==> config.mk <==
export PLATFORM = sky130hd
export DESIGN_NAME = div64_cell
export DESIGN_NICKNAME = d
export VERILOG_FILES = /design/src/rtl/divide_64_by_32_restoring_assert.svh /design/src/rtl/div64_pkg.sv /design/src/rtl/div64_cell.sv
export SDC_FILE = /design/constraint.sdc
export NUM_CORES = 1
export LEC_CHECK = 0
export ABC_AREA = 1
export BUFFER_PORTS_ARGS = -buffer_cell sky130_fd_sc_hd__buf_2
export CORE_MARGIN = 4
export CORE_UTILIZATION = 45
export DETAILED_ROUTE_END_ITERATION = 8
export PLACE_DENSITY = 0.74
export SETUP_SLACK_MARGIN = 0.15
export SLEW_MARGIN = 20
export SYNTH_ARGS = -nofsm -noshare
export SYNTH_HDL_FRONTEND = slang
export SYNTH_SLANG_ARGS = --single-unit
export TNS_END_PERCENT = 100
==> constraint.sdc <==
create_clock -name clk -period 7.9 [get_ports clk]
set_input_delay 1.975 -clock clk [delete_from_list [all_inputs] [get_ports clk]]
set_output_delay 1.975 -clock clk [all_outputs]
set_load 0.01 [all_outputs]
==> src/rtl/divide_64_by_32_restoring_assert.svh <==
// assertion macros for the 64-by-32 restoring divider
// used by the top level only, no other dependencies
`ifndef DIVIDE_64_BY_32_RESTORING_ASSERT_SVH
`define DIVIDE_64_BY_32_RESTORING_ASSERT_SVH

// same-cycle implication, checked outside reset
`define DIV64_ASSERT_SAME(label, clk, rst_n, a, b) \
	label: assert property (@(posedge clk) disable iff (!(rst_n)) (a) |-> (b)) \
		else $error("divider assertion failed");

// next-cycle implication, checked outside reset
`define DIV64_ASSERT_NEXT(label, clk, rst_n, a, b) \
	label: assert property (@(posedge clk) disable iff (!(rst_n)) (a) |=> (b)) \
		else $error("divider assertion failed");

`endif

==> src/rtl/div64_pkg.sv <==
// shared widths and defaults for the 64-by-32 restoring divider
// no dependencies
package div64_pkg;

	localparam int WORD_BITS             = 32;
	localparam int QUOTIENT_BITS_DEFAULT = 32;

	typedef logic [WORD_BITS-1:0] word_t;

endpackage

==> src/rtl/div64_cell.sv <==
// one shift-and-subtract round of the restoring divider, with its own stage register
// depends on div64_pkg
module div64_cell #(
	parameter int QUOTIENT_BITS = div64_pkg::QUOTIENT_BITS_DEFAULT
) (
	input  logic                     clk,
	input  logic                     arst_n,
	input  logic                     up_valid,
	output logic                     up_ready,
	input  div64_pkg::word_t         up_rem,
	input  logic [QUOTIENT_BITS-1:0] up_feed,
	input  div64_pkg::word_t         up_div,
	input  logic [QUOTIENT_BITS-1:0] up_q,
	output logic                     dn_valid,
	input  logic                     dn_ready,
	output div64_pkg::word_t         dn_rem,
	output logic [QUOTIENT_BITS-1:0] dn_feed,
	output div64_pkg::word_t         dn_div,
	output logic [QUOTIENT_BITS-1:0] dn_q
);
	import div64_pkg::*;

	word_t                    rem_sh;
	word_t                    rem_nx;
	logic                     take;
	logic                     valid_q;
	word_t                    rem_q;
	logic [QUOTIENT_BITS-1:0] feed_q;
	word_t                    div_q;
	logic [QUOTIENT_BITS-1:0] q_q;

	// top bit of the old remainder falls off
	assign rem_sh = {up_rem[WORD_BITS-2:0], up_feed[QUOTIENT_BITS-1]};
	assign take   = (up_div <= rem_sh);
	assign rem_nx = take ? (rem_sh - up_div) : rem_sh;

	assign up_ready = !valid_q || dn_ready;

	always_ff @(posedge clk or negedge arst_n) begin
		if (!arst_n) begin
			valid_q <= 1'b0;
		end else if (up_ready) begin
			valid_q <= up_valid;
		end
	end

	always_ff @(posedge clk) begin
		if (up_ready && up_valid) begin
			rem_q  <= rem_nx;
			feed_q <= {up_feed[QUOTIENT_BITS-2:0], 1'b0};
			div_q  <= up_div;
			q_q    <= {up_q[QUOTIENT_BITS-2:0], take};
		end
	end

	assign dn_valid = valid_q;
	assign dn_rem   = rem_q;
	assign dn_feed  = feed_q;
	assign dn_div   = div_q;
	assign dn_q     = q_q;

endmodule

==> impl_metrics.yaml, run 1 <==
synthesis:
  yosys.area_share.xor_xnor_pct: 1.75
  synthSimpleGateAreaFrac_pct: 25.9
  synth_cell_types: 39
  synth_fa_ha_area_share_pct: 5.99
  syn_nets: 957
  ys_ff_latch: 128
  synth_area_per_cell_um2: 8.86
  syn-cell-area_um2: 7020
  synth_compound_area_share_pct: 2.16
  synth_top_family_by_area: "simple AND/OR/NAND/NOR gates"
  synthCells: 792
  synth.area.mux_share_pct: 0
  ys_warn_count: 0
  synth-seq-area-share_pct: 54.7
placed_design:
  dp_slack_ns: 3.42
  dp_hpwl_mm: 15.6
  port_buffers: 258
  placed_cell_area_um2: 8540
  place_inst: 1254
  gp_congestion: 0.857
worst_setup_path:
  r2r-end: "dn_rem[14]"
  crit_end: "up_ready"
  crit_chain: "buf_2 -> inv_1 -> nand2_1 -> buf_2"
  cpMostUsedCell: "buf_2"
  critPathMaxStageDelay_ns: 0.14
  end_kind: "output port"
  critical_path_class: "input port to output port"
  reg2reg_slack_ns: 5.78
  worst_path_max_delay_cell: "buf_2"
  crit_arrival_ns: 2.40
  reg2reg_depth: 2
  crit_start: "dn_ready"
  cp.required_ns: 5.93
  path_max_fanout: 2
  worstReg2RegStart: "dn_valid"
  critPathLaunchType: "input port"
cts:
  cts_buffers: 17
  cts_max_path_buffers: 2
  cts_tree: "done"
  holdBufCountCts: 0
  cts-htree-levels: 4
  root_buffer: "clkbuf_16"
  clkSinkCount: 128
  cts_setup_buffers: 0
  ctsResizeCount: 0
  clk_pin_slew_ns: 0.06
  insertion_delay_ns: 0.43
sta:
  hold_viol: 0
  rsz0062_at_grt: "no"
  finalSetupViolCount: 0
  fin_crit_sh_pct: 55.3
  tns_ns: 0
  post-route-min-period_ns: 4.37
  hold_slack_ns: 0.609
  fin_ws_ns: 3.53
  worst_pin_slew_ns: 1.02
  maxSlewViolCount: 0
  relSlewSlack_pct: 32.1
  fmax_mhz: 229
  finClkSkew_ns: 0.0173
die:
  die-area_um2: 17700
  dieWidth_um: 133
  core_area_um2: 15300
  dieHeight_um: 133
  start_util_pct: 46.0
  row_count: 45
  ios: 262
drt:
  dr.first_iter.drc_count: 405
  drt_drc_violations_left: 0
  first_pass_iters: 5
  ant_nets: 0
  post_drt_wl_per_cell_um: 15.4
  vias: 5985
  wl_mm: 19.9
  viasPerCell: 4.64
global_routing:
  antenna_found_initial: 3
  grt_start_max_net_pins: 85
  grt.total_usage_pct: 22.1
  grt_first_pass_wirelength_mm: 30.3
  grt_pass1_vias: 5772
  overflow: 0
pwr:
  ir_worst_vdd_uv: 132
  p_per_area_nw_per_um2: 219
  p_leak_nw: 4.76
status:
  status: "completed"
final_layout:
  final_common_cell: "nand2_1"
  layout-drive-gt1-share_pct: 29.1
  multi_input_area_um2: 2530
  finalNetCount: 1227
  areaGrowthSynthToFinish_pct: 30.6
  layout.cells.most_common_list: "274 x nand2_1, 258 x buf_2, 154 x inv_1"
  fillCellCount: 1400
  final_cell_area_um2: 9160
  regArea_um2: 3840
  stdcell_count: 1289
job:
  drv_cap: 0
min_path:
  min_path_type: "flop to flop"
-- layer usage --
metal / track usage (%) / up-vias / share of wire, %
li1: - / 3078 / -
met1: 25.5 / 2685 / 40
met5: 0 / - / 0
met4: 5.89 / 0 / 1.3
met3: 5.89 / 19 / 7.1
met2: 40.5 / 203 / 52
-- sequential cells by signal (all words and copies together) (netlist names) --
register / count
dn_valid: 1
dn_rem: 32
dn_feed: 31
dn_q: 32
dn_div: 32
-- per-stage QoR --
stage                     power [mW]  utilization [%]
after floorplan                 1.07                -
after global routing            2.10             60.1
final                           2.01             60.1
after detailed placement        1.19             55.9
after CTS                       2.02             60.0
after global placement          1.19             55.9
-- cells in the mapped netlist, drive strengths merged --
library cell | count | share of area [%]
buf | 10 | 1.0
nor2 | 44 | 2.8
clkinv | 1 | 0.053
nand4 | 7 | 0.62
inv | 156 | 8.3
nor3 | 4 | 0.52
or2 | 2 | 0.18
conb | 1 | 0.053
edfxtp | 127 | 54
and2 | 3 | 0.27
a21oi | 19 | 1.4
xnor2 | 1 | 0.12
nand3 | 78 | 5.7
and3 | 1 | 0.089
o21bai | 3 | 0.32
o21a | 1 | 0.11
fa | 1 | 0.29
ha | 32 | 5.7
o21ai | 3 | 0.21
nand2 | 280 | 15
nand3b | 3 | 0.32
a21o | 1 | 0.11
dfrtp | 1 | 0.36
xor2 | 13 | 1.6
-- cell families (layout without fill, tap and decap cells) --
kind of cell,count (synthesis),count (layout)
AOI/OAI and AO/OA,27,27
xor gates and xnor gates,14,14
adders and majority gates,33,33
buffers and inverters,167,450
DFF,128,128
other,1,4
and+or+nand+nor,422,422
-- critical path, delay by kind of cell --
| kind | cells | cell delay (ns) |
|---|---|---|
| and+or+nand+nor | 1 | 0.08 |
| buffers and inverters | 3 | 0.34 |
-- area by class of cell --
cell class	instances	area share, %
clock buffer	17	4.64
inverter	157	6.43
antenna	3	0.0819
timing repair buffer	261	14.3
multi-input combinational	497	27.6
clock inverter	15	2.13
sequential	128	41.9
tap	211	2.88
-- power breakdown --
part	internal [mW]	switching (mW)	total [mW]
Sequential	0.807	0.00996	0.817
Clock	0.506	0.320	0.826
Combinational	0.132	0.232	0.363
-- worst min path at each step --
stage,from,endpoint,cells past startpoint
after detailed placement,dn_valid,dn_valid,2
final,dn_valid,dn_valid,2
after floorplan,dn_valid,dn_valid,2
after CTS,dn_valid,dn_valid,2
after global routing,dn_valid,dn_valid,2
after global placement,dn_valid,dn_valid,2
Note: power is estimated with default switching activity, not from simulation.
==> run 2: changes to the inputs <==
--- a/config.mk
+++ b/config.mk
@@ -5,12 +5,12 @@
 export SDC_FILE = /design/constraint.sdc
 export NUM_CORES = 1
 export LEC_CHECK = 0
-export ABC_AREA = 1
+export ABC_AREA = 0
 export BUFFER_PORTS_ARGS = -buffer_cell sky130_fd_sc_hd__buf_2
 export CORE_MARGIN = 4
-export CORE_UTILIZATION = 45
+export CORE_UTILIZATION = 43
 export DETAILED_ROUTE_END_ITERATION = 8
-export PLACE_DENSITY = 0.74
+export PLACE_DENSITY = 0.76
 export SETUP_SLACK_MARGIN = 0.15
 export SLEW_MARGIN = 20
 export SYNTH_ARGS = -nofsm -noshare
==> constraint.sdc (replaced) <==
create_clock -name clk -period 3.7 [get_ports clk]
set_input_delay 0.925 -clock clk [delete_from_list [all_inputs] [get_ports clk]]
set_output_delay 0.925 -clock clk [all_outputs]
set_load 0.01 [all_outputs]
==> run 2 against run 1 <==
Wire length decreased by 12%. Critical path depth increased by 7. Non-clock buffer count increased by 23. Sequential power increased by 110%. Via count decreased by 16%. Worst hold slack got worse by 0.34 ns. Synthesized cell count decreased by 38%. First-iteration DRC count decreased by 13%. Sequential cell count unchanged. Combinational power increased by 97%. Die area decreased by 8.8%.
==> impl_metrics.yaml, run 2 <==
worst_setup_path:
  critPathMaxStageDelay_ns: 0.57
  cpMostUsedCell: "a21o_1"
  crit_start: "up_rem[16]"
  critical_path.top_delay_family: "compound AO/OA/AOI/OAI gates"
  critPathLaunchType: "input port"
  worst_path_max_delay_cell: "o21ai_4"
  reg2reg_depth: 3
  worstReg2RegStart: "dn_valid"
  reg2reg_slack_ns: 2.08
  critical_path_class: "input port to flop"
  crit_chain: "buf_2 -> ha_1 -> a21o_1 -> a21o_1 -> o21ba_2 -> o41ai_2 -> nand3_1 -> o21ai_4 -> buf_4 -> nor2b_1 -> a31oi_1"
  crit_arrival_ns: 3.51
  crit_end: "dn_rem[31]"
  end_kind: "flop"
  cp.required_ns: 3.86
  crit_cells: 11
  r2r-end: "dn_rem[19]"
  path_max_fanout: 17
  critical_path_buf_inv_count: 2
final_layout:
  areaGrowthSynthToFinish_pct: 36.8
  utilization_pct: 59.9
  layout.cells.most_common_list: "258 x buf_2, 127 x edfxtp_1, 51 x nand2_1"
  layout-drive-gt1-share_pct: 41.2
  final_cell_area_um2: 8320
  finalNetCount: 943
  final_common_cell: "buf_2"
  fillCellCount: 1156
drt:
  dr.first_iter.drc_count: 352
  post_drt_wl_per_cell_um: 17.9
  ant_nets: 0
  viasPerCell: 5.13
  first_pass_iters: 7
  drt_drc_violations_left: 0
  wl_mm: 17.5
  vias: 5007
sta:
  relSlewSlack_pct: 48.7
  fmax_mhz: 298
  maxSlewViolCount: 0
  fin_ws_ns: 0.346
  tns_ns: 0
  post-route-min-period_ns: 3.35
  worst_pin_slew_ns: 0.769
  fin_crit_sh_pct: 90.7
  hold_slack_ns: 0.266
  finalSetupViolCount: 0
  finClkSkew_ns: 0.0103
  rsz0062_at_grt: "no"
  hold_viol: 0
synthesis:
  synthCells: 488
  synth-edff-count: 127
  synth_ff_type: "edfxtp_1"
  synth-seq-area-share_pct: 63.1
  async_flop_share_pct: 0.781
  netlist.area_leader.share_pct: 62.7
  syn_nets: 653
  synthTopCellsByArea: "edfxtp_1 63%, ha_1 6.6%, o21ai_0 3.5%, nand2_1 3.1%, inv_1 2.5%"
  syn-cell-area_um2: 6080
  ys_warn_count: 0
  synth.most_common_cell: "edfxtp_1"
  ys_ff_latch: 128
  yosysTopAreaCell: "edfxtp_1"
  synth_area_per_cell_um2: 12.5
  synth_cell_types: 52
  netlist_top_cells_count: "127 x edfxtp_1, 51 x nand2_1, 43 x o21ai_0"
die:
  core_area_um2: 13900
  row_count: 43
  die-area_um2: 16100
  start_util_pct: 43.8
  dieWidth_um: 127
  ios: 262
  dieHeight_um: 127
placed_design:
  dp_hpwl_mm: 13.3
  port_buffers: 258
  gp_congestion: 0.872
  dp_slack_ns: -0.163
  placed_cell_area_um2: 7740
pwr:
  p_seq_share_pct: 43.3
  p_leak_nw: 3.75
  p_per_area_nw_per_um2: 484
  swShare_pct: 26.6
  intPower_mw: 2.96
  p_sw_mw: 1.07
  combPwrFrac_pct: 17.7
  ir_worst_vdd_uv: 260
  pwr-share-clk_pct: 39.0
cts:
  root_buffer: "clkbuf_16"
  cts_max_path_buffers: 2
  ctsResizeCount: 0
  cts_tree: "done"
  cts_buffers: 17
  insertion_delay_ns: 0.42
  cts_setup_buffers: 0
  cts-htree-levels: 4
  clkSinkCount: 128
  holdBufCountCts: 0
  clk_pin_slew_ns: 0.06
global_routing:
  overflow: 0
  grt_first_pass_wirelength_mm: 25.7
  grt_use_met3_pct: 6.91
  grt_pass1_vias: 4892
  grt-busiest-layer: "met2"
  grtUsageMet2_pct: 36.8
  grt.total_usage_pct: 21.1
  antenna_found_initial: 5
  grt.met1_usage_pct: 23.6
  grt_start_max_net_pins: 79
min_path:
  min_path_type: "input port to asynchronous set/reset pin"
status:
  status: "completed"
job:
  drv_cap: 0
-- run 2: cells by family after synthesis --
| group | count (synthesis) | share of synthesized area, % |
|---|---|---|
| flip-flops | 128 | 63.1 |
| AO/OA/AOI/OAI | 124 | 12.9 |
| AND/OR/NAND/NOR | 120 | 9.28 |
| buffers and inverters | 55 | 3.77 |
| adder cells (fa/ha/maj) | 33 | 6.91 |
| XOR/XNOR | 25 | 3.60 |
| multiplexers | 2 | 0.350 |
| other | 1 | 0.0617 |
-- run 2: per-layer routing --
metal	routed length (um)	vias to the layer above
li1	-	2397
met1	6690	2367
met2	9000	218
met3	1420	25
met4	381	0
met5	0	-
-- run 2: worst min path at each step --
stage / start / endpoint / slack [ns]
6_report: arst_n / dn_valid / 0.27
5_1_grt: arst_n / dn_valid / 0.25
4_1_cts: arst_n / dn_valid / 0.26
3_5_place_dp: dn_valid / dn_valid / 0.56
3_3_place_gp: dn_valid / dn_valid / 0.53
2_1_floorplan: dn_valid / dn_valid / 0.62
-- run 2: power by group through the flow --
stage / logic, mW / registers (mW) / clock network, mW
global placement: 0.686 / 1.77 / 0
detailed placement: 0.704 / 1.77 / 0
global route: 0.792 / 1.75 / 1.67
finish: 0.714 / 1.74 / 1.57
CTS: 0.708 / 1.75 / 1.59
floorplan: 0.353 / 1.83 / 0
-- run 2: stage by stage --
stage	power (mW)	std cells
global placement	2.46	938
finish	4.03	976
detailed placement	2.48	938
floorplan	2.18	488
global route	4.21	976
CTS	4.04	970
-- run 2: layout make-up --
| type | instances | area [um2] | share of cell area [%] |
|---|---|---|---|
| clock inverter | 13 | 115 | 1.38 |
| sequential | 128 | 3840 | 46.1 |
| inverter | 41 | 154 | 1.85 |
| tap | 180 | 225 | 2.71 |
| multi-input combinational | 306 | 2030 | 24.4 |
| antenna | 5 | 12.5 | 0.150 |
| clock buffer | 19 | 443 | 5.32 |
| timing repair buffer | 284 | 1500 | 18.0 |
